`config.mk`:
```
export PLATFORM = sky130hd
export DESIGN_NAME = virtio_mmio_input_registers_flat
export DESIGN_NICKNAME = d
export VERILOG_FILES = /design/src/hw/rtl/vmir_pkg.sv /design/src/hw/rtl/vmir_in_if.sv /design/src/hw/rtl/vmir_out_if.sv /design/src/hw/rtl/virtio_mmio_input_registers.sv /design/src/hw/rtl/vmir_cfg_space.sv /design/src/hw/rtl/vmir_regs.sv /design/src/flat_wrapper.sv
export SDC_FILE = /design/constraint.sdc
export NUM_CORES = 1
export LEC_CHECK = 0
export ABC_AREA = 1
export ABC_CLOCK_PERIOD_IN_PS = 6450
export BUFFER_PORTS_ARGS = -buffer_cell sky130_fd_sc_hd__buf_2
export CAP_MARGIN = 20
export CELL_PAD_IN_SITES_DETAIL_PLACEMENT = 1
export CELL_PAD_IN_SITES_GLOBAL_PLACEMENT = 1
export CORE_ASPECT_RATIO = 1.1
export CORE_MARGIN = 5
export CORE_UTILIZATION = 45
export CTS_CLUSTER_SIZE = 16
export DETAILED_ROUTE_END_ITERATION = 10
export GPL_ROUTABILITY_DRIVEN = 0
export GPL_TIMING_DRIVEN = 0
export MAX_ROUTING_LAYER = met4
export PLACE_DENSITY_LB_ADDON = 0.1
export SYNTH_ARGS = -nofsm -noshare
export SYNTH_HDL_FRONTEND = slang
export SYNTH_SLANG_ARGS = --single-unit
```
`constraint.sdc`:
```
create_clock -name i_clk -period 6.45 [get_ports i_clk]
set_input_delay 1.935 -clock i_clk [delete_from_list [all_inputs] [get_ports i_clk]]
set_output_delay 1.935 -clock i_clk [all_outputs]
set_load 0.02 [all_outputs]
```
`src/hw/rtl/vmir_pkg.sv`:
```
`default_nettype none

package vmir_pkg;

    localparam int REQ_W  = 2;
    localparam int OFF_W  = 12;
    localparam int SIZE_W = 4;
    localparam int DATA_W = 32;

    // request codes
    localparam logic [REQ_W-1:0] REQ_READ  = 2'd0;
    localparam logic [REQ_W-1:0] REQ_WRITE = 2'd1;
    localparam logic [REQ_W-1:0] REQ_EVENT = 2'd2;

    // register offsets
    localparam logic [OFF_W-1:0] OFF_MAGIC         = 12'h000;
    localparam logic [OFF_W-1:0] OFF_VERSION       = 12'h004;
    localparam logic [OFF_W-1:0] OFF_DEVICE_ID     = 12'h008;
    localparam logic [OFF_W-1:0] OFF_VENDOR_ID     = 12'h00c;
    localparam logic [OFF_W-1:0] OFF_DEV_FEAT      = 12'h010;
    localparam logic [OFF_W-1:0] OFF_DEV_FEAT_SEL  = 12'h014;
    localparam logic [OFF_W-1:0] OFF_DRV_FEAT      = 12'h020;
    localparam logic [OFF_W-1:0] OFF_DRV_FEAT_SEL  = 12'h024;
    localparam logic [OFF_W-1:0] OFF_QUEUE_SEL     = 12'h030;
    localparam logic [OFF_W-1:0] OFF_QUEUE_NUM_MAX = 12'h034;
    localparam logic [OFF_W-1:0] OFF_QUEUE_NUM     = 12'h038;
    localparam logic [OFF_W-1:0] OFF_QUEUE_READY   = 12'h044;
    localparam logic [OFF_W-1:0] OFF_QUEUE_NOTIFY  = 12'h050;
    localparam logic [OFF_W-1:0] OFF_INT_STATUS    = 12'h060;
    localparam logic [OFF_W-1:0] OFF_INT_ACK       = 12'h064;
    localparam logic [OFF_W-1:0] OFF_STATUS        = 12'h070;
    localparam logic [OFF_W-1:0] OFF_DESC_LO       = 12'h080;
    localparam logic [OFF_W-1:0] OFF_DESC_HI       = 12'h084;
    localparam logic [OFF_W-1:0] OFF_AVAIL_LO      = 12'h090;
    localparam logic [OFF_W-1:0] OFF_AVAIL_HI      = 12'h094;
    localparam logic [OFF_W-1:0] OFF_USED_LO       = 12'h0a0;
    localparam logic [OFF_W-1:0] OFF_USED_HI       = 12'h0a4;
    localparam logic [OFF_W-1:0] OFF_CFG_GEN       = 12'h0fc;
    localparam logic [OFF_W-1:0] CFG_BASE          = 12'h100;
    localparam logic [OFF_W-1:0] CFG_END           = 12'h188;
    localparam logic [8:0]       CFG_BYTES         = 9'd136;

    localparam logic [DATA_W-1:0] MAGIC_VALUE = 32'h7472_6976;
    localparam logic [DATA_W-1:0] MMIO_VER    = 32'd2;
    localparam logic [DATA_W-1:0] DEVICE_ID   = 32'd18;
    localparam logic [DATA_W-1:0] VENDOR_ID   = 32'h0000_1af4;

    // device status bits
    localparam int ST_DRIVER_OK   = 2;
    localparam int ST_FEATURES_OK = 3;

    typedef struct packed {
        logic [REQ_W-1:0]  req_type;
        logic [OFF_W-1:0]  offset;
        logic [SIZE_W-1:0] access_size;
        logic [DATA_W-1:0] write_data;
    } t_req;

    typedef struct packed {
        logic              handled;
        logic [DATA_W-1:0] read_data;
        logic              irq_level;
    } t_rsp;

endpackage

`default_nettype wire

```
`src/hw/rtl/vmir_in_if.sv`:
```
`default_nettype none

interface vmir_in_if;
    logic                        valid;
    logic                        ready;
    logic [vmir_pkg::REQ_W-1:0]  req_type;
    logic [vmir_pkg::OFF_W-1:0]  offset;
    logic [vmir_pkg::SIZE_W-1:0] access_size;
    logic [vmir_pkg::DATA_W-1:0] write_data;

    modport source (output valid, req_type, offset, access_size, write_data, input ready);
    modport sink   (input valid, req_type, offset, access_size, write_data, output ready);
endinterface

`default_nettype wire

```
`src/hw/rtl/vmir_out_if.sv`:
```
`default_nettype none

interface vmir_out_if;
    logic                        valid;
    logic                        ready;
    logic                        handled;
    logic [vmir_pkg::DATA_W-1:0] read_data;
    logic                        irq_level;

    modport source (output valid, handled, read_data, irq_level, input ready);
    modport sink   (input valid, handled, read_data, irq_level, output ready);
endinterface

`default_nettype wire

```
`src/hw/rtl/virtio_mmio_input_registers.sv`:
```
// Path: an accepted item moves through the input register, then the response register;
//   decode and register update lie between them. A stalled response side holds the item.
// Throughput: one item per cycle while the response side is not stalled.
// Reset: i_rst_n synchronous active low; all registers, queues and the enable clear to zero,
//   except the queue-select flag (set to one); both pipeline registers empty. No clearing pass.
`default_nettype none

module virtio_mmio_input_registers #(
    parameter int QUEUE_MAX   = 64,
    parameter int QUEUE_COUNT = 2
) (
    input  wire logic  i_clk,
    input  wire logic  i_rst_n,
    input  wire logic  i_cfg_we,
    input  wire logic  i_cfg_wdata,
    vmir_in_if.sink    i_req,
    vmir_out_if.source o_rsp
);
    import vmir_pkg::*;

    // device enable; the user must write it only while idle, the block does not enforce this
    logic r_dev_en;

    // stage 1: captured access
    logic r_in_valid;
    t_req r_in;

    // stage 2: response register
    logic r_out_valid;
    t_rsp r_out;

    t_rsp rsp;
    logic s1_go;
    logic in_take;

    // Stage 1 advances whenever the response register is empty or draining;
    // the register file commits state on the same edge.
    assign s1_go       = r_in_valid && (!r_out_valid || o_rsp.ready);
    assign i_req.ready = !r_in_valid || s1_go;
    assign in_take     = i_req.valid && i_req.ready;

    always_ff @(posedge i_clk) begin
        if (!i_rst_n) begin
            r_dev_en <= 1'b0;
        end else if (i_cfg_we) begin
            r_dev_en <= i_cfg_wdata;
        end
    end

    always_ff @(posedge i_clk) begin
        if (!i_rst_n) begin
            r_in_valid <= 1'b0;
        end else if (in_take) begin
            r_in_valid <= 1'b1;
        end else if (s1_go) begin
            r_in_valid <= 1'b0;
        end
    end

    always_ff @(posedge i_clk) begin
        if (in_take) begin
            r_in.req_type    <= i_req.req_type;
            r_in.offset      <= i_req.offset;
            r_in.access_size <= i_req.access_size;
            r_in.write_data  <= i_req.write_data;
        end
    end

    vmir_regs #(
        .QUEUE_MAX   (QUEUE_MAX),
        .QUEUE_COUNT (QUEUE_COUNT)
    ) u_regs (
        .i_clk    (i_clk),
        .i_rst_n  (i_rst_n),
        .i_fire   (s1_go),
        .i_dev_en (r_dev_en),
        .i_req    (r_in),
        .o_rsp    (rsp)
    );

    always_ff @(posedge i_clk) begin
        if (!i_rst_n) begin
            r_out_valid <= 1'b0;
        end else if (s1_go) begin
            r_out_valid <= 1'b1;
        end else if (o_rsp.ready) begin
            r_out_valid <= 1'b0;
        end
    end

    always_ff @(posedge i_clk) begin
        if (s1_go) begin
            r_out <= rsp;
        end
    end

    assign o_rsp.valid     = r_out_valid;
    assign o_rsp.handled   = r_out.handled;
    assign o_rsp.read_data = r_out.read_data;
    assign o_rsp.irq_level = r_out.irq_level;

`ifndef SYNTHESIS
    // disabled device never claims an access
    a_disabled_reject: assert property (@(posedge i_clk) disable iff (!i_rst_n)
        s1_go && !r_dev_en |=> !o_rsp.handled)
        else $error("access claimed while device disabled");

    // only reads return data
    a_nonread_zero: assert property (@(posedge i_clk) disable iff (!i_rst_n)
        s1_go && r_in.req_type != REQ_READ |=> o_rsp.read_data == '0)
        else $error("nonzero read data on non-read access");

    // a posted event that is claimed raises the interrupt
    a_event_irq: assert property (@(posedge i_clk) disable iff (!i_rst_n)
        s1_go && rsp.handled && r_in.req_type == REQ_EVENT |=> o_rsp.irq_level)
        else $error("claimed event did not raise interrupt");

    // response register is loaded only from a held access
    a_out_load: assert property (@(posedge i_clk) disable iff (!i_rst_n)
        !r_in_valid && !o_rsp.ready && r_out_valid |=> r_out_valid && $stable(r_out))
        else $error("response register changed without an access");
`endif

endmodule

`default_nettype wire

```
`src/hw/rtl/vmir_cfg_space.sv`:
```
`default_nettype none

// Generated input config space: select/subselect/size header plus data bytes.
module vmir_cfg_space (
    input  wire logic [7:0]                   i_sel,
    input  wire logic [7:0]                   i_sub,
    input  wire logic [7:0]                   i_rel,
    input  wire logic [vmir_pkg::SIZE_W-1:0]  i_size,
    output logic      [vmir_pkg::DATA_W-1:0]  o_data
);
    import vmir_pkg::*;

    localparam int NAME_LEN = 17;
    localparam logic [7:0] BTN_NAME [NAME_LEN] = '{
        8'h56, 8'h4d, 8'h4d, 8'h20, 8'h50, 8'h6f, 8'h77, 8'h65, 8'h72,
        8'h20, 8'h42, 8'h75, 8'h74, 8'h74, 8'h6f, 8'h6e, 8'h00
    };
    localparam logic [7:0] SEL_NAME   = 8'h01;
    localparam logic [7:0] SEL_IDS    = 8'h03;
    localparam logic [7:0] SEL_EV_BITS = 8'h11;
    localparam logic [7:0] EV_KEY     = 8'h01;
    localparam logic [7:0] DATA_OFS   = 8'd8;
    localparam logic [7:0] KEY_BYTE   = 8'd22;   // 8 + 116 / 8
    localparam logic [7:0] KEY_MASK   = 8'h10;   // 1 << (116 % 8)

    function automatic logic [7:0] cfg_byte(input logic [7:0] idx,
                                            input logic [7:0] sel,
                                            input logic [7:0] sub);
        logic [7:0] b;
        logic [7:0] ni;
        b  = 8'h00;
        ni = idx - DATA_OFS;
        if (idx == 8'd0) begin
            b = sel;
        end else if (idx == 8'd1) begin
            b = sub;
        end else if (sel == SEL_NAME) begin
            if (idx == 8'd2) begin
                b = 8'd17;
            end else if (idx >= DATA_OFS && idx < DATA_OFS + 8'(NAME_LEN)) begin
                b = BTN_NAME[ni[4:0]];
            end
        end else if (sel == SEL_IDS) begin
            unique case (idx)
                8'd2:         b = 8'd8;
                8'd8:         b = 8'd6;
                8'd10:        b = VENDOR_ID[7:0];
                8'd11:        b = VENDOR_ID[15:8];
                8'd12, 8'd14: b = 8'd1;
                default:      b = 8'h00;
            endcase
        end else if (sel == SEL_EV_BITS && sub == EV_KEY) begin
            if (idx == 8'd2) begin
                b = 8'd15;
            end else if (idx == KEY_BYTE) begin
                b = KEY_MASK;
            end
        end
        return b;
    endfunction

    always_comb begin
        for (int k = 0; k < 4; k++) begin
            if (SIZE_W'(k) < i_size) begin
                o_data[8*k +: 8] = cfg_byte(i_rel + 8'(k), i_sel, i_sub);
            end else begin
                o_data[8*k +: 8] = 8'h00;
            end
        end
    end

endmodule

`default_nettype wire

```
`src/hw/rtl/vmir_regs.sv`:
```
`default_nettype none

// Register file and access decode. Response and next state are combinational;
// state commits on i_fire.
module vmir_regs #(
    parameter int QUEUE_MAX   = 64,
    parameter int QUEUE_COUNT = 2
) (
    input  wire logic           i_clk,
    input  wire logic           i_rst_n,
    input  wire logic           i_fire,
    input  wire logic           i_dev_en,
    input  wire vmir_pkg::t_req i_req,
    output vmir_pkg::t_rsp      o_rsp
);
    import vmir_pkg::*;

    localparam int QS_W = $clog2(QUEUE_MAX) + 1;
    localparam int QI_W = (QUEUE_COUNT > 1) ? $clog2(QUEUE_COUNT) : 1;

    logic [DATA_W-1:0] r_status,    n_status;
    logic              r_int,       n_int;
    logic              r_feat_one,  n_feat_one;
    logic              r_drv_one,   n_drv_one;
    logic              r_qsel_ok,   n_qsel_ok;
    logic [QI_W-1:0]   r_qsel,      n_qsel;
    logic              r_accver,    n_accver;
    logic [7:0]        r_cfg_sel,   n_cfg_sel;
    logic [7:0]        r_cfg_sub,   n_cfg_sub;
    logic [63:0]       r_desc  [QUEUE_COUNT];
    logic [63:0]       n_desc  [QUEUE_COUNT];
    logic [63:0]       r_avail [QUEUE_COUNT];
    logic [63:0]       n_avail [QUEUE_COUNT];
    logic [63:0]       r_used  [QUEUE_COUNT];
    logic [63:0]       n_used  [QUEUE_COUNT];
    logic [QS_W-1:0]   r_q_size  [QUEUE_COUNT];
    logic [QS_W-1:0]   n_q_size  [QUEUE_COUNT];
    logic              r_q_ready [QUEUE_COUNT];
    logic              n_q_ready [QUEUE_COUNT];

    logic [QI_W-1:0]   qi;
    logic [DATA_W-1:0] wd;
    logic [DATA_W-1:0] rd;
    logic [DATA_W-1:0] cfg_data;
    logic [7:0]        rel;
    logic              in_cfg;
    logic              cfg_fits;
    logic              reg_ok;
    logic              ring_ok;
    logic              ok;

    assign qi       = r_qsel_ok ? r_qsel : '0;
    assign wd       = i_req.write_data;
    assign rel      = i_req.offset[7:0];
    assign in_cfg   = (i_req.offset >= CFG_BASE) && (i_req.offset < CFG_END);
    assign cfg_fits = (i_req.access_size <= 4'd4)
                   && ({5'b0, i_req.access_size} <= CFG_BYTES - {1'b0, rel});
    assign reg_ok   = (i_req.access_size == 4'd4) && (i_req.offset[1:0] == 2'b00);
    assign ring_ok  = r_qsel_ok && !r_q_ready[qi];

    vmir_cfg_space u_cfg (
        .i_sel  (r_cfg_sel),
        .i_sub  (r_cfg_sub),
        .i_rel  (rel),
        .i_size (i_req.access_size),
        .o_data (cfg_data)
    );

    always_comb begin
        n_status   = r_status;
        n_int      = r_int;
        n_feat_one = r_feat_one;
        n_drv_one  = r_drv_one;
        n_qsel_ok  = r_qsel_ok;
        n_qsel     = r_qsel;
        n_accver   = r_accver;
        n_cfg_sel  = r_cfg_sel;
        n_cfg_sub  = r_cfg_sub;
        n_desc     = r_desc;
        n_avail    = r_avail;
        n_used     = r_used;
        n_q_size   = r_q_size;
        n_q_ready  = r_q_ready;
        ok         = 1'b0;
        rd         = '0;

        if (i_dev_en) begin
            if (i_req.req_type == REQ_EVENT) begin
                if (r_status[ST_DRIVER_OK] && r_q_ready[0]) begin
                    n_int = 1'b1;
                    ok    = 1'b1;
                end
            end else if (i_req.req_type == REQ_READ || i_req.req_type == REQ_WRITE) begin
                if (in_cfg) begin
                    if (cfg_fits) begin
                        if (i_req.req_type == REQ_WRITE) begin
                            if (i_req.access_size == 4'd1 && rel <= 8'd1) begin
                                ok = 1'b1;
                                if (rel == 8'd0) begin
                                    n_cfg_sel = wd[7:0];
                                end else begin
                                    n_cfg_sub = wd[7:0];
                                end
                            end
                        end else begin
                            ok = 1'b1;
                            rd = cfg_data;
                        end
                    end
                end else if (reg_ok) begin
                    if (i_req.req_type == REQ_READ) begin
                        ok = 1'b1;
                        unique case (i_req.offset)
                            OFF_MAGIC:         rd = MAGIC_VALUE;
                            OFF_VERSION:       rd = MMIO_VER;
                            OFF_DEVICE_ID:     rd = DEVICE_ID;
                            OFF_VENDOR_ID:     rd = VENDOR_ID;
                            OFF_DEV_FEAT:      rd = {31'b0, r_feat_one};
                            OFF_QUEUE_NUM_MAX: rd = r_qsel_ok ? DATA_W'(QUEUE_MAX) : '0;
                            OFF_QUEUE_READY:   rd = {31'b0, r_qsel_ok && r_q_ready[qi]};
                            OFF_INT_STATUS:    rd = {31'b0, r_int};
                            OFF_STATUS:        rd = r_status;
                            OFF_CFG_GEN:       rd = '0;
                            default:           ok = 1'b0;
                        endcase
                    end else begin
                        unique case (i_req.offset)
                            OFF_DEV_FEAT_SEL: begin
                                ok         = 1'b1;
                                n_feat_one = (wd == 32'd1);
                            end
                            OFF_DRV_FEAT_SEL: begin
                                ok        = 1'b1;
                                n_drv_one = (wd == 32'd1);
                            end
                            OFF_DRV_FEAT: begin
                                if (r_drv_one) begin
                                    if (wd[31:1] == '0) begin
                                        ok       = 1'b1;
                                        n_accver = wd[0];
                                    end
                                end else if (wd == '0) begin
                                    ok = 1'b1;
                                end
                            end
                            OFF_QUEUE_SEL: begin
                                ok        = 1'b1;
                                n_qsel_ok = (wd < DATA_W'(QUEUE_COUNT));
                                n_qsel    = wd[QI_W-1:0];
                            end
                            OFF_QUEUE_NUM: begin
                                if (ring_ok && wd != '0 && wd <= DATA_W'(QUEUE_MAX)
                                    && (wd & (wd - 32'd1)) == '0) begin
                                    ok           = 1'b1;
                                    n_q_size[qi] = wd[QS_W-1:0];
                                end
                            end
                            OFF_QUEUE_READY: begin
                                if (r_qsel_ok && wd <= 32'd1
                                    && !(wd[0] && r_q_size[qi] == '0)) begin
                                    ok            = 1'b1;
                                    n_q_ready[qi] = wd[0];
                                end
                            end
                            OFF_QUEUE_NOTIFY: begin
                                ok = (wd <= 32'd1);
                            end
                            OFF_INT_ACK: begin
                                ok    = 1'b1;
                                n_int = r_int & ~wd[0];
                            end
                            OFF_STATUS: begin
                                ok       = 1'b1;
                                n_status = wd;
                                if (wd == '0) begin
                                    for (int q = 0; q < QUEUE_COUNT; q++) begin
                                        n_desc[q]    = '0;
                                        n_avail[q]   = '0;
                                        n_used[q]    = '0;
                                        n_q_size[q]  = '0;
                                        n_q_ready[q] = 1'b0;
                                    end
                                    n_accver = 1'b0;
                                    n_int    = 1'b0;
                                end else if (wd[ST_FEATURES_OK] && !r_accver) begin
                                    n_status[ST_FEATURES_OK] = 1'b0;
                                end
                            end
                            OFF_DESC_LO: begin
                                ok = ring_ok;
                                if (ring_ok) n_desc[qi][31:0] = wd;
                            end
                            OFF_DESC_HI: begin
                                ok = ring_ok;
                                if (ring_ok) n_desc[qi][63:32] = wd;
                            end
                            OFF_AVAIL_LO: begin
                                ok = ring_ok;
                                if (ring_ok) n_avail[qi][31:0] = wd;
                            end
                            OFF_AVAIL_HI: begin
                                ok = ring_ok;
                                if (ring_ok) n_avail[qi][63:32] = wd;
                            end
                            OFF_USED_LO: begin
                                ok = ring_ok;
                                if (ring_ok) n_used[qi][31:0] = wd;
                            end
                            OFF_USED_HI: begin
                                ok = ring_ok;
                                if (ring_ok) n_used[qi][63:32] = wd;
                            end
                            default: ok = 1'b0;
                        endcase
                    end
                end
            end
        end

        o_rsp.handled   = ok;
        o_rsp.read_data = (ok && i_req.req_type == REQ_READ) ? rd : '0;
        o_rsp.irq_level = n_int;
    end

    always_ff @(posedge i_clk) begin
        if (!i_rst_n) begin
            r_status   <= '0;
            r_int      <= 1'b0;
            r_feat_one <= 1'b0;
            r_drv_one  <= 1'b0;
            r_qsel_ok  <= 1'b1;
            r_qsel     <= '0;
            r_accver   <= 1'b0;
            r_cfg_sel  <= '0;
            r_cfg_sub  <= '0;
            for (int q = 0; q < QUEUE_COUNT; q++) begin
                r_desc[q]    <= '0;
                r_avail[q]   <= '0;
                r_used[q]    <= '0;
                r_q_size[q]  <= '0;
                r_q_ready[q] <= 1'b0;
            end
        end else if (i_fire) begin
            r_status   <= n_status;
            r_int      <= n_int;
            r_feat_one <= n_feat_one;
            r_drv_one  <= n_drv_one;
            r_qsel_ok  <= n_qsel_ok;
            r_qsel     <= n_qsel;
            r_accver   <= n_accver;
            r_cfg_sel  <= n_cfg_sel;
            r_cfg_sub  <= n_cfg_sub;
            r_desc     <= n_desc;
            r_avail    <= n_avail;
            r_used     <= n_used;
            r_q_size   <= n_q_size;
            r_q_ready  <= n_q_ready;
        end
    end

endmodule

`default_nettype wire
```
`src/flat_wrapper.sv`:
```
// flat-port wrapper written by rule: the top's interface ports become plain ports
module virtio_mmio_input_registers_flat import vmir_pkg::*;
#(
    parameter int QUEUE_MAX   = 64,
    parameter int QUEUE_COUNT = 2
)
  (i_clk, i_rst_n, i_cfg_we, i_cfg_wdata, i_req_valid, i_req_req_type, i_req_offset, i_req_access_size, i_req_write_data, i_req_ready, o_rsp_valid, o_rsp_handled, o_rsp_read_data, o_rsp_irq_level, o_rsp_ready);
  vmir_in_if i_req_i ();
  vmir_out_if o_rsp_i ();
  input  wire logic i_clk;
  input  wire logic i_rst_n;
  input  wire logic i_cfg_we;
  input  wire logic i_cfg_wdata;
  input wire logic [$bits(i_req_i.valid)-1:0] i_req_valid;
  input wire logic [$bits(i_req_i.req_type)-1:0] i_req_req_type;
  input wire logic [$bits(i_req_i.offset)-1:0] i_req_offset;
  input wire logic [$bits(i_req_i.access_size)-1:0] i_req_access_size;
  input wire logic [$bits(i_req_i.write_data)-1:0] i_req_write_data;
  output wire logic [$bits(i_req_i.ready)-1:0] i_req_ready;
  output wire logic [$bits(o_rsp_i.valid)-1:0] o_rsp_valid;
  output wire logic [$bits(o_rsp_i.handled)-1:0] o_rsp_handled;
  output wire logic [$bits(o_rsp_i.read_data)-1:0] o_rsp_read_data;
  output wire logic [$bits(o_rsp_i.irq_level)-1:0] o_rsp_irq_level;
  input wire logic [$bits(o_rsp_i.ready)-1:0] o_rsp_ready;
  assign i_req_i.valid = i_req_valid;
  assign i_req_i.req_type = i_req_req_type;
  assign i_req_i.offset = i_req_offset;
  assign i_req_i.access_size = i_req_access_size;
  assign i_req_i.write_data = i_req_write_data;
  assign i_req_ready = i_req_i.ready;
  assign o_rsp_valid = o_rsp_i.valid;
  assign o_rsp_handled = o_rsp_i.handled;
  assign o_rsp_read_data = o_rsp_i.read_data;
  assign o_rsp_irq_level = o_rsp_i.irq_level;
  assign o_rsp_i.ready = o_rsp_ready;
  virtio_mmio_input_registers #(.QUEUE_MAX(QUEUE_MAX), .QUEUE_COUNT(QUEUE_COUNT)) u_core (.i_clk(i_clk), .i_rst_n(i_rst_n), .i_cfg_we(i_cfg_we), .i_cfg_wdata(i_cfg_wdata), .i_req(i_req_i), .o_rsp(o_rsp_i));
endmodule
```
=== After elaboration in Yosys (flattened, before gate mapping) ===
Memories as Yosys holds them, arrays and structs flattened.
Index checks and enable logic that the tools add are counted.

* Register bits after elaboration: 157
* Output and inout bits: 36
* Memory bits (read-only): 1024
* Memories kept: 4

* Add/subtract/negate cells: 9
* Mux-type cells: 114
* Eq/ne operators: 68
* Reduce and logical (&&, ||, !) cells: 65
* Magnitude comparators: 26
* Bitwise gates (word level): 15

{| class="wikitable"
|+ Memories
! name !! depth !! width !! rd ports !! clocked after memory_dff !! write ports !! RTL line !! text
|-
| (name not given) || 32 || 8 || 1 || 0 || 0 || vmir_cfg_space.sv:41 || <nowiki>b = BTN_NAME[ni[4:0]];</nowiki>
|-
| (name not given) || 32 || 8 || 1 || 0 || 0 || vmir_cfg_space.sv:41 ||
|-
| (name not given) || 32 || 8 || 1 || 0 || 0 || vmir_cfg_space.sv:41 ||
|-
| (name not given) || 32 || 8 || 1 || 0 || 0 || vmir_cfg_space.sv:41 ||
|}

{| class="wikitable"
|+ Operators with widths
! operator !! number
|-
| $mux 8 || 44
|-
| $pmux 32 s9 || 1
|-
| $eq 8x4->1 const B || 20
|-
| $mux 32 || 5
|-
| $pmux 8 s5 || 4
|-
| $eq 12x8->1 const B || 7
|-
| $logic_not 32->1 || 2
|-
| $eq 12x6->1 const B || 5
|-
| $eq 12x7->1 const B || 5
|-
| $eq 8x1->1 const B || 6
|-
| $eq 8x2->1 const B || 5
|-
| $eq 8x5->1 const B || 5
|-
| $mux 1 || 38
|-
| $mux 7 || 5
|-
| $and 32x32->32 || 1
|-
| $eq 32x1->1 const B || 1
|-
| $ge 8x4->1 const B || 4
|-
| $le 32x1->1 const B || 1
|-
| $le 32x7->1 const B || 1
|-
| $logic_not 8->1 || 4
|-
| $lt 32x2->1 const B || 1
|-
| $lt 8x5->1 const B || 4
|-
| $reduce_and 8->1 || 4
|-
| $reduce_bool 32->1 || 1
|-
| other kinds (54) || 123
|}

=== Logic depth before layout (Yosys ltp) ===
* Word-level depth: 21
* Mapped depth: 21
* Gate-level depth less buffers: 20

=== Hierarchy ===
A second synthesis with hierarchy kept.

* Cell total of the unflattened synthesis: 1725
* Area total of the unflattened synthesis: 11876.4 sq um

{| class="wikitable"
|+ Modules (own cells, without submodules)
! module !! area each (sq um) !! cells each !! instances
|-
| vmir_regs || 5826.8 || 953 || 1
|-
| vmir_cfg_space || 3395.8 || 670 || 1
|-
| virtio_mmio_input_registers || 2653.8 || 102 || 1
|}

=== Worst setup path after synthesis ===
Ideal clock, no wire load.

* Path kind: input port to flip-flop
* Start: input port o_rsp_ready
* End: register u_core.u_regs.r_status[3]
* Buffers on the path: 1
* Slack: 2295 ps
* Required time: 6380 ps
* Data arrival time: 4085 ps
* Stages on the path: 13
* Path through: inv_1 -> nand2_1 -> nand2_1 -> inv_1 -> nand2_1 -> nor2_1 -> inv_1 -> nor2_1 -> inv_1 -> nor2_2 -> clkbuf_1 -> o211ai_1 -> a21oi_1

* Longest elaborated chain between the ends: 3

{| class="wikitable"
|+ Ends and longest elaborated chain
! item !! RTL line !! text
|-
| from (decl) || flat_wrapper.sv:24 || <nowiki>input wire logic [$bits(o_rsp_i.ready)-1:0] o_rsp_ready;</nowiki>
|-
| $logic_or 1x1->1 || virtio_mmio_input_registers.sv:38 || <nowiki>assign s1_go = r_in_valid && (!r_out_valid || o_rsp.ready);</nowiki>
|-
| $logic_and 1x1->1 || virtio_mmio_input_registers.sv:38 ||
|-
| via u_core.s1_go || virtio_mmio_input_registers.sv:33 || <nowiki>logic s1_go;</nowiki>
|-
| $reduce_and 8->1 (no source line) || n/a ||
|-
| to (signal assigned) || vmir_regs.sv:244 || <nowiki>r_status <= n_status;</nowiki>
|-
| to (decl) || vmir_regs.sv:21 || <nowiki>logic [DATA_W-1:0] r_status, n_status;</nowiki>
|}

The timed path passes the listed nets, and every way through them passes these cells.
A chain may end at the register's enable or synchronous reset.

=== Final worst setup path ===
* Start: register u_core.r_in[37] in the netlist's numbering
* End: register u_core.r_out (netlist bit u_core.o_rsp.read_data[14]), data pin

* Longest elaborated chain between the ends: 15

{| class="wikitable"
|+ Ends and longest elaborated chain
! item !! RTL line !! text
|-
| from (decl) || virtio_mmio_input_registers.sv:26 || <nowiki>t_req r_in;</nowiki>
|-
| $add 8x1->8 || vmir_cfg_space.sv:65 || <nowiki>o_data[8*k +: 8] = cfg_byte(i_rel + 8'(k), i_sel, i_sub);</nowiki>
|-
| $sub 5x4->5 || vmir_cfg_space.sv:32 || <nowiki>ni = idx - DATA_OFS;</nowiki>
|-
| $not 5->6 (not written as such) || vmir_cfg_space.sv:41 ||
|-
| $mem_v2 32x8 || n/a ||
|-
| $mux 8 (not written as such) (2 in series) || vmir_cfg_space.sv:41 ||
|-
| $mux 8 || vmir_cfg_space.sv:40 || <nowiki>end else if (idx >= DATA_OFS && idx < DATA_OFS + 8'(NAME_LEN)) begin</nowiki>
|-
| $mux 8 || vmir_cfg_space.sv:38 || <nowiki>if (idx == 8'd2) begin</nowiki>
|-
| $mux 8 || vmir_cfg_space.sv:37 || <nowiki>end else if (sel == SEL_NAME) begin</nowiki>
|-
| $mux 8 || vmir_cfg_space.sv:35 || <nowiki>end else if (idx == 8'd1) begin</nowiki>
|-
| $mux 8 || vmir_cfg_space.sv:33 || <nowiki>if (idx == 8'd0) begin</nowiki>
|-
| $mux 8 || vmir_cfg_space.sv:64 || <nowiki>if (SIZE_W'(k) < i_size) begin</nowiki>
|-
| $mux 32 || vmir_regs.sv:96 || <nowiki>if (i_req.req_type == REQ_WRITE) begin</nowiki>
|-
| $mux 32 || vmir_regs.sv:95 || <nowiki>if (cfg_fits) begin</nowiki>
|-
| $mux 32 || vmir_regs.sv:94 || <nowiki>if (in_cfg) begin</nowiki>
|-
| to (signal assigned) || virtio_mmio_input_registers.sv:93 || <nowiki>r_out <= rsp;</nowiki>
|-
| to (decl) || virtio_mmio_input_registers.sv:30 || <nowiki>t_rsp r_out;</nowiki>
|}

Parallel ways exist; a longest one is shown, timed or not. The select of a mux whose other input is x is not followed.

==> impl_metrics.csv <==
group,metric,value,unit
worst_setup_path,crit_chain,"inv_1 > ha_1 > ha_1 > clkbuf_1 > inv_1 > ha_1 > a21oi_1 > o21ai_0 > nand2_1 > nand2_1 > nand4_1 > nand2_1 > nor3_1 > nand2_1 > nor2_1 > a21oi_1 > nor2_1",
power_and_ir_drop,ir_worst_vdd,0.169,mV
clock_tree,cts_made_buffers,17,
floorplanning,top_level_ports,92,
detailed_routing,route.detailed.drc,0,
clock_tree,post_cts_buffers,0,
logic_synthesis,synth_top_area_frac,0.242,
logic_synthesis,ys_async_sr_fraction,0,
final_layout,antennaDiodeCount,0,
logic_synthesis,synth_most_common_cell,"nand2_1",
worst_setup_path,criticalPathCategory,"reg -> reg",
clock_tree,htree_levels,4,
timing,skew,0.0129,ns
floorplanning,dieArea,26300,um^2
worst_setup_path,path_delay_family,"simple AND/OR/NAND/NOR gates",
logic_synthesis,syn_nets,1575,
global_route,antenna_found_initial,0,
timing,tns,0,ns
status,status,"completed",
global_route,top_usage_layer,"met2",
detailed_routing,ant_nets,0,
logic_synthesis,syn_area,10400,um^2
run,drv_cap,0,
timing,period_share,0.705,
global_route,grt_pass1_wl,59700,um
final_layout,syn_to_final_growth,14.2,%
worst_setup_path,crit_path_max_fanout,12,
timing,worst_pin_slew,0.902,ns
clock_tree,insertion_delay,0.45,ns
global_route,grtUsageMet2,0.514,
detailed_routing,drt_pre_antenna_iters,5,
final_layout,fin_nets,1686,
worst_setup_path,worstSetupEndpointType,"flop",
clock_tree,hold_buffers,0,
power_and_ir_drop,p_clk_frac,0.439,
detailed_routing,drtIter0Drc,832,
clock_tree,cts_tree,"yes",
clock_tree,cts.sinks,157,
logic_synthesis,yosysSeqAreaShare,0.383,
power_and_ir_drop,cellInternalPower,1.73,mW
worst_setup_path,critPathArrivalTime,4.86,ns
logic_synthesis,post_synth_num_cell_types,48,
logic_synthesis,synth.area.top_cells,"edfxtp_1 24%, dfxtp_1 14%, nand2_1 13%",
timing,final_hold_viol_count,0,
detailed_routing,postRouteWirelength,38000,um
power_and_ir_drop,p_sw_frac,0.301,
power_and_ir_drop,p_leak,5.27,nW
timing,relSlewSlack,0.398,
worst_setup_path,cp-start-kind,"flop",
final_layout,fin_area,11900,um^2
worst_setup_path,crit_top_cell,"nand2_1",
logic_synthesis,synth_edf_count,84,
power_and_ir_drop,switching_power,747,uW
global_route,track_usage,0.299,
placed_design,io_buffers,91,
floorplanning,start_util,0.455,
logic_synthesis,ys_warn_count,0,
logic_synthesis,netlist_instances,1496,
floorplanning,row_count,58,
detailed_routing,vias,10800,
clock_tree,cts_resized,0,
global_route,use_met1,0.353,
clock_tree,clkTransAtPathRegs,0.08,ns
global_route,grtUsageMet3,0.0423,
global_route,grt_pass1_vias,11200,
detailed_routing,vias_per_cell,5.62,
placed_design,dp_hpwl,29900,um
worst_setup_path,crit_buf_inv,3,
timing,setup_violations,0,
power_and_ir_drop,combPwrFrac,0.115,
clock_tree,clockRootBuffer,"clkbuf_16",
placed_design,placed_cell_area,11300,um^2
global_route,grt_overflow,0,
final_layout,drive_gt1_frac,0.147,
logic_synthesis,synthFlopType,"edfxtp_1",
logic_synthesis,synth_top_area_cell,"edfxtp_1",
worst_setup_path,cp_slowest_cell,"edfxtp_1",
detailed_routing,routedWlPerCell,19.8,um
power_and_ir_drop,power_density,209,nW/um^2
floorplanning,die_w,155,um
timing,max_freq,220,MHz
worst_setup_path,cp_slowest_stage_delay,0.62,ns
global_route,grt_max_degree,37,
timing,rsz0062_at_grt,"false",
logic_synthesis,netlist_top_cells_count,"366 x nand2_1, 275 x nor2_1, 146 x inv_1, 96 x o21ai_0, 84 x edfxtp_1",
final_layout,final_util,0.520,
logic_synthesis,syn_area_per_cell,6.95,um^2
logic_synthesis,yosys_register_bits,157,
hold_path,holdCritPathClass,"reg -> reg",
timing,min_period,4.55,ns
timing,final_max_slew_viol_count,0,
worst_setup_path,crit_required,6.76,ns
clock_tree,clk_path_buf_depth,2,
power_and_ir_drop,power.total,2.48,mW
floorplanning,core-area,22900,um^2
floorplanning,chipHeight,169,um
power_and_ir_drop,share_seq_of_total_power,0.446,
-- metrics by stage --
step,std cells,hold slack (ns),setup slack [ns]
5_1_grt,1920,0.492,1.60
3_5_place_dp,1888,0.454,1.63
3_3_place_gp,1887,0.448,1.20
4_1_cts,1920,0.466,1.93
6_report,1920,0.464,1.90
2_1_floorplan,1496,0.441,2.29
-- layer usage --
| metal | vias to the layer above | part of all wire | wire length (um) |
|---|---|---|---|
| met1 | 5231 | 0.42 | 15800 |
| met3 | 96 | 0.045 | 1710 |
| met5 | - | 0 | 0 |
| met2 | 312 | 0.50 | 18900 |
| met4 | 0 | 0.041 | 1540 |
| li1 | 5146 | - | - |
-- power groups by stage --
stage          Sequential, mW  Clock, mW  Combinational, mW
4_1_cts                  1.11       1.10              0.282
5_1_grt                  1.11       1.15              0.312
3_5_place_dp             1.13          0              0.280
2_1_floorplan            1.13          0              0.173
3_3_place_gp             1.13          0              0.270
6_report                 1.11       1.09              0.285
-- worst reg2reg max path, cell delays in order (launching register included) --
cell	delay (ns)
edfxtp_1	0.62
inv_1	0.31
ha_1	0.33
ha_1	0.29
clkbuf_1	0.31
inv_1	0.27
ha_1	0.35
a21oi_1	0.15
o21ai_0	0.10
nand2_1	0.06
nand2_1	0.07
nand4_1	0.12
nand2_1	0.09
nor3_1	0.41
nand2_1	0.43
nor2_1	0.26
a21oi_1	0.11
nor2_1	0.13
-- registers in the layout, indices dropped and copies added (netlist names), 2 cells and up --
name	count
u_core.u_regs.r_cfg_sel	8
u_core.u_regs.r_cfg_sub	8
u_core.u_regs.r_q_ready	2
u_core.o_rsp.read_data	32
u_core.u_regs.r_status	32
u_core.r_in	50
u_core.u_regs.r_q_size	14
-- worst paths after layout --
check                                    end  depth (start not counted)                      start  slack, ns
hold reg to reg    u_core.u_regs.r_q_size[3]                          2  u_core.u_regs.r_q_size[3]       0.46
setup / recovery  u_core.o_rsp.read_data[14]                         17            u_core.r_in[37]       1.90
hold / removal     u_core.u_regs.r_q_size[3]                          2  u_core.u_regs.r_q_size[3]       0.46
setup reg to reg  u_core.o_rsp.read_data[14]                         17            u_core.r_in[37]       1.90
-- cells by family (layout without fill, tap and decap cells) --
family / Yosys count / in the layout / synth area share
AND/OR/NAND/NOR: 841 / 841 / 0.355
flip-flops: 157 / 157 / 0.383
adder cells (fa/ha/maj): 23 / 23 / 0.0277
XOR/XNOR: 10 / 10 / 0.0109
AO/OA/AOI/OAI: 253 / 253 / 0.137
buffers and inverters: 212 / 336 / 0.0859
-- cell usage in the layout (no fill, tap or decap), types with 4 or more instances in the layout --
| cell type | n |
|---|---|
| a31oi_1 | 5 |
| nor2_1 | 275 |
| nor2_2 | 32 |
| inv_6 | 5 |
| nand2_4 | 4 |
| clkinv_1 | 4 |
| o21ai_1 | 9 |
| a211oi_1 | 24 |
| buf_4 | 6 |
| buf_2 | 109 |
| buf_6 | 7 |
| inv_1 | 144 |
| nand3_1 | 65 |
| clkinv_8 | 4 |
| nand4_1 | 32 |
| edfxtp_1 | 84 |
| clkbuf_1 | 18 |
| a21oi_1 | 81 |
| nor2_4 | 9 |
| ha_1 | 23 |
| nand2_2 | 4 |
| o211ai_1 | 10 |
| nand3b_1 | 6 |
| nand2_1 | 366 |
| a21boi_1 | 5 |
| inv_2 | 15 |
| nor4_1 | 6 |
| o21ai_0 | 96 |
| clkbuf_16 | 17 |
| dfxtp_1 | 73 |
| nor3_1 | 27 |
| xor2_1 | 8 |
| nand3_2 | 7 |
| o22ai_1 | 5 |
-- layout make-up --
cell class	count	area [um^2]
buffer	49	282
clock inverter	15	205
tap	300	375
clock buffer	17	425
inverter	163	612
sequential	157	3980
fill	3017	11000
multi-input combinational	1127	5530
timing repair buffer	92	475
(Power assumes the default switching activity.)
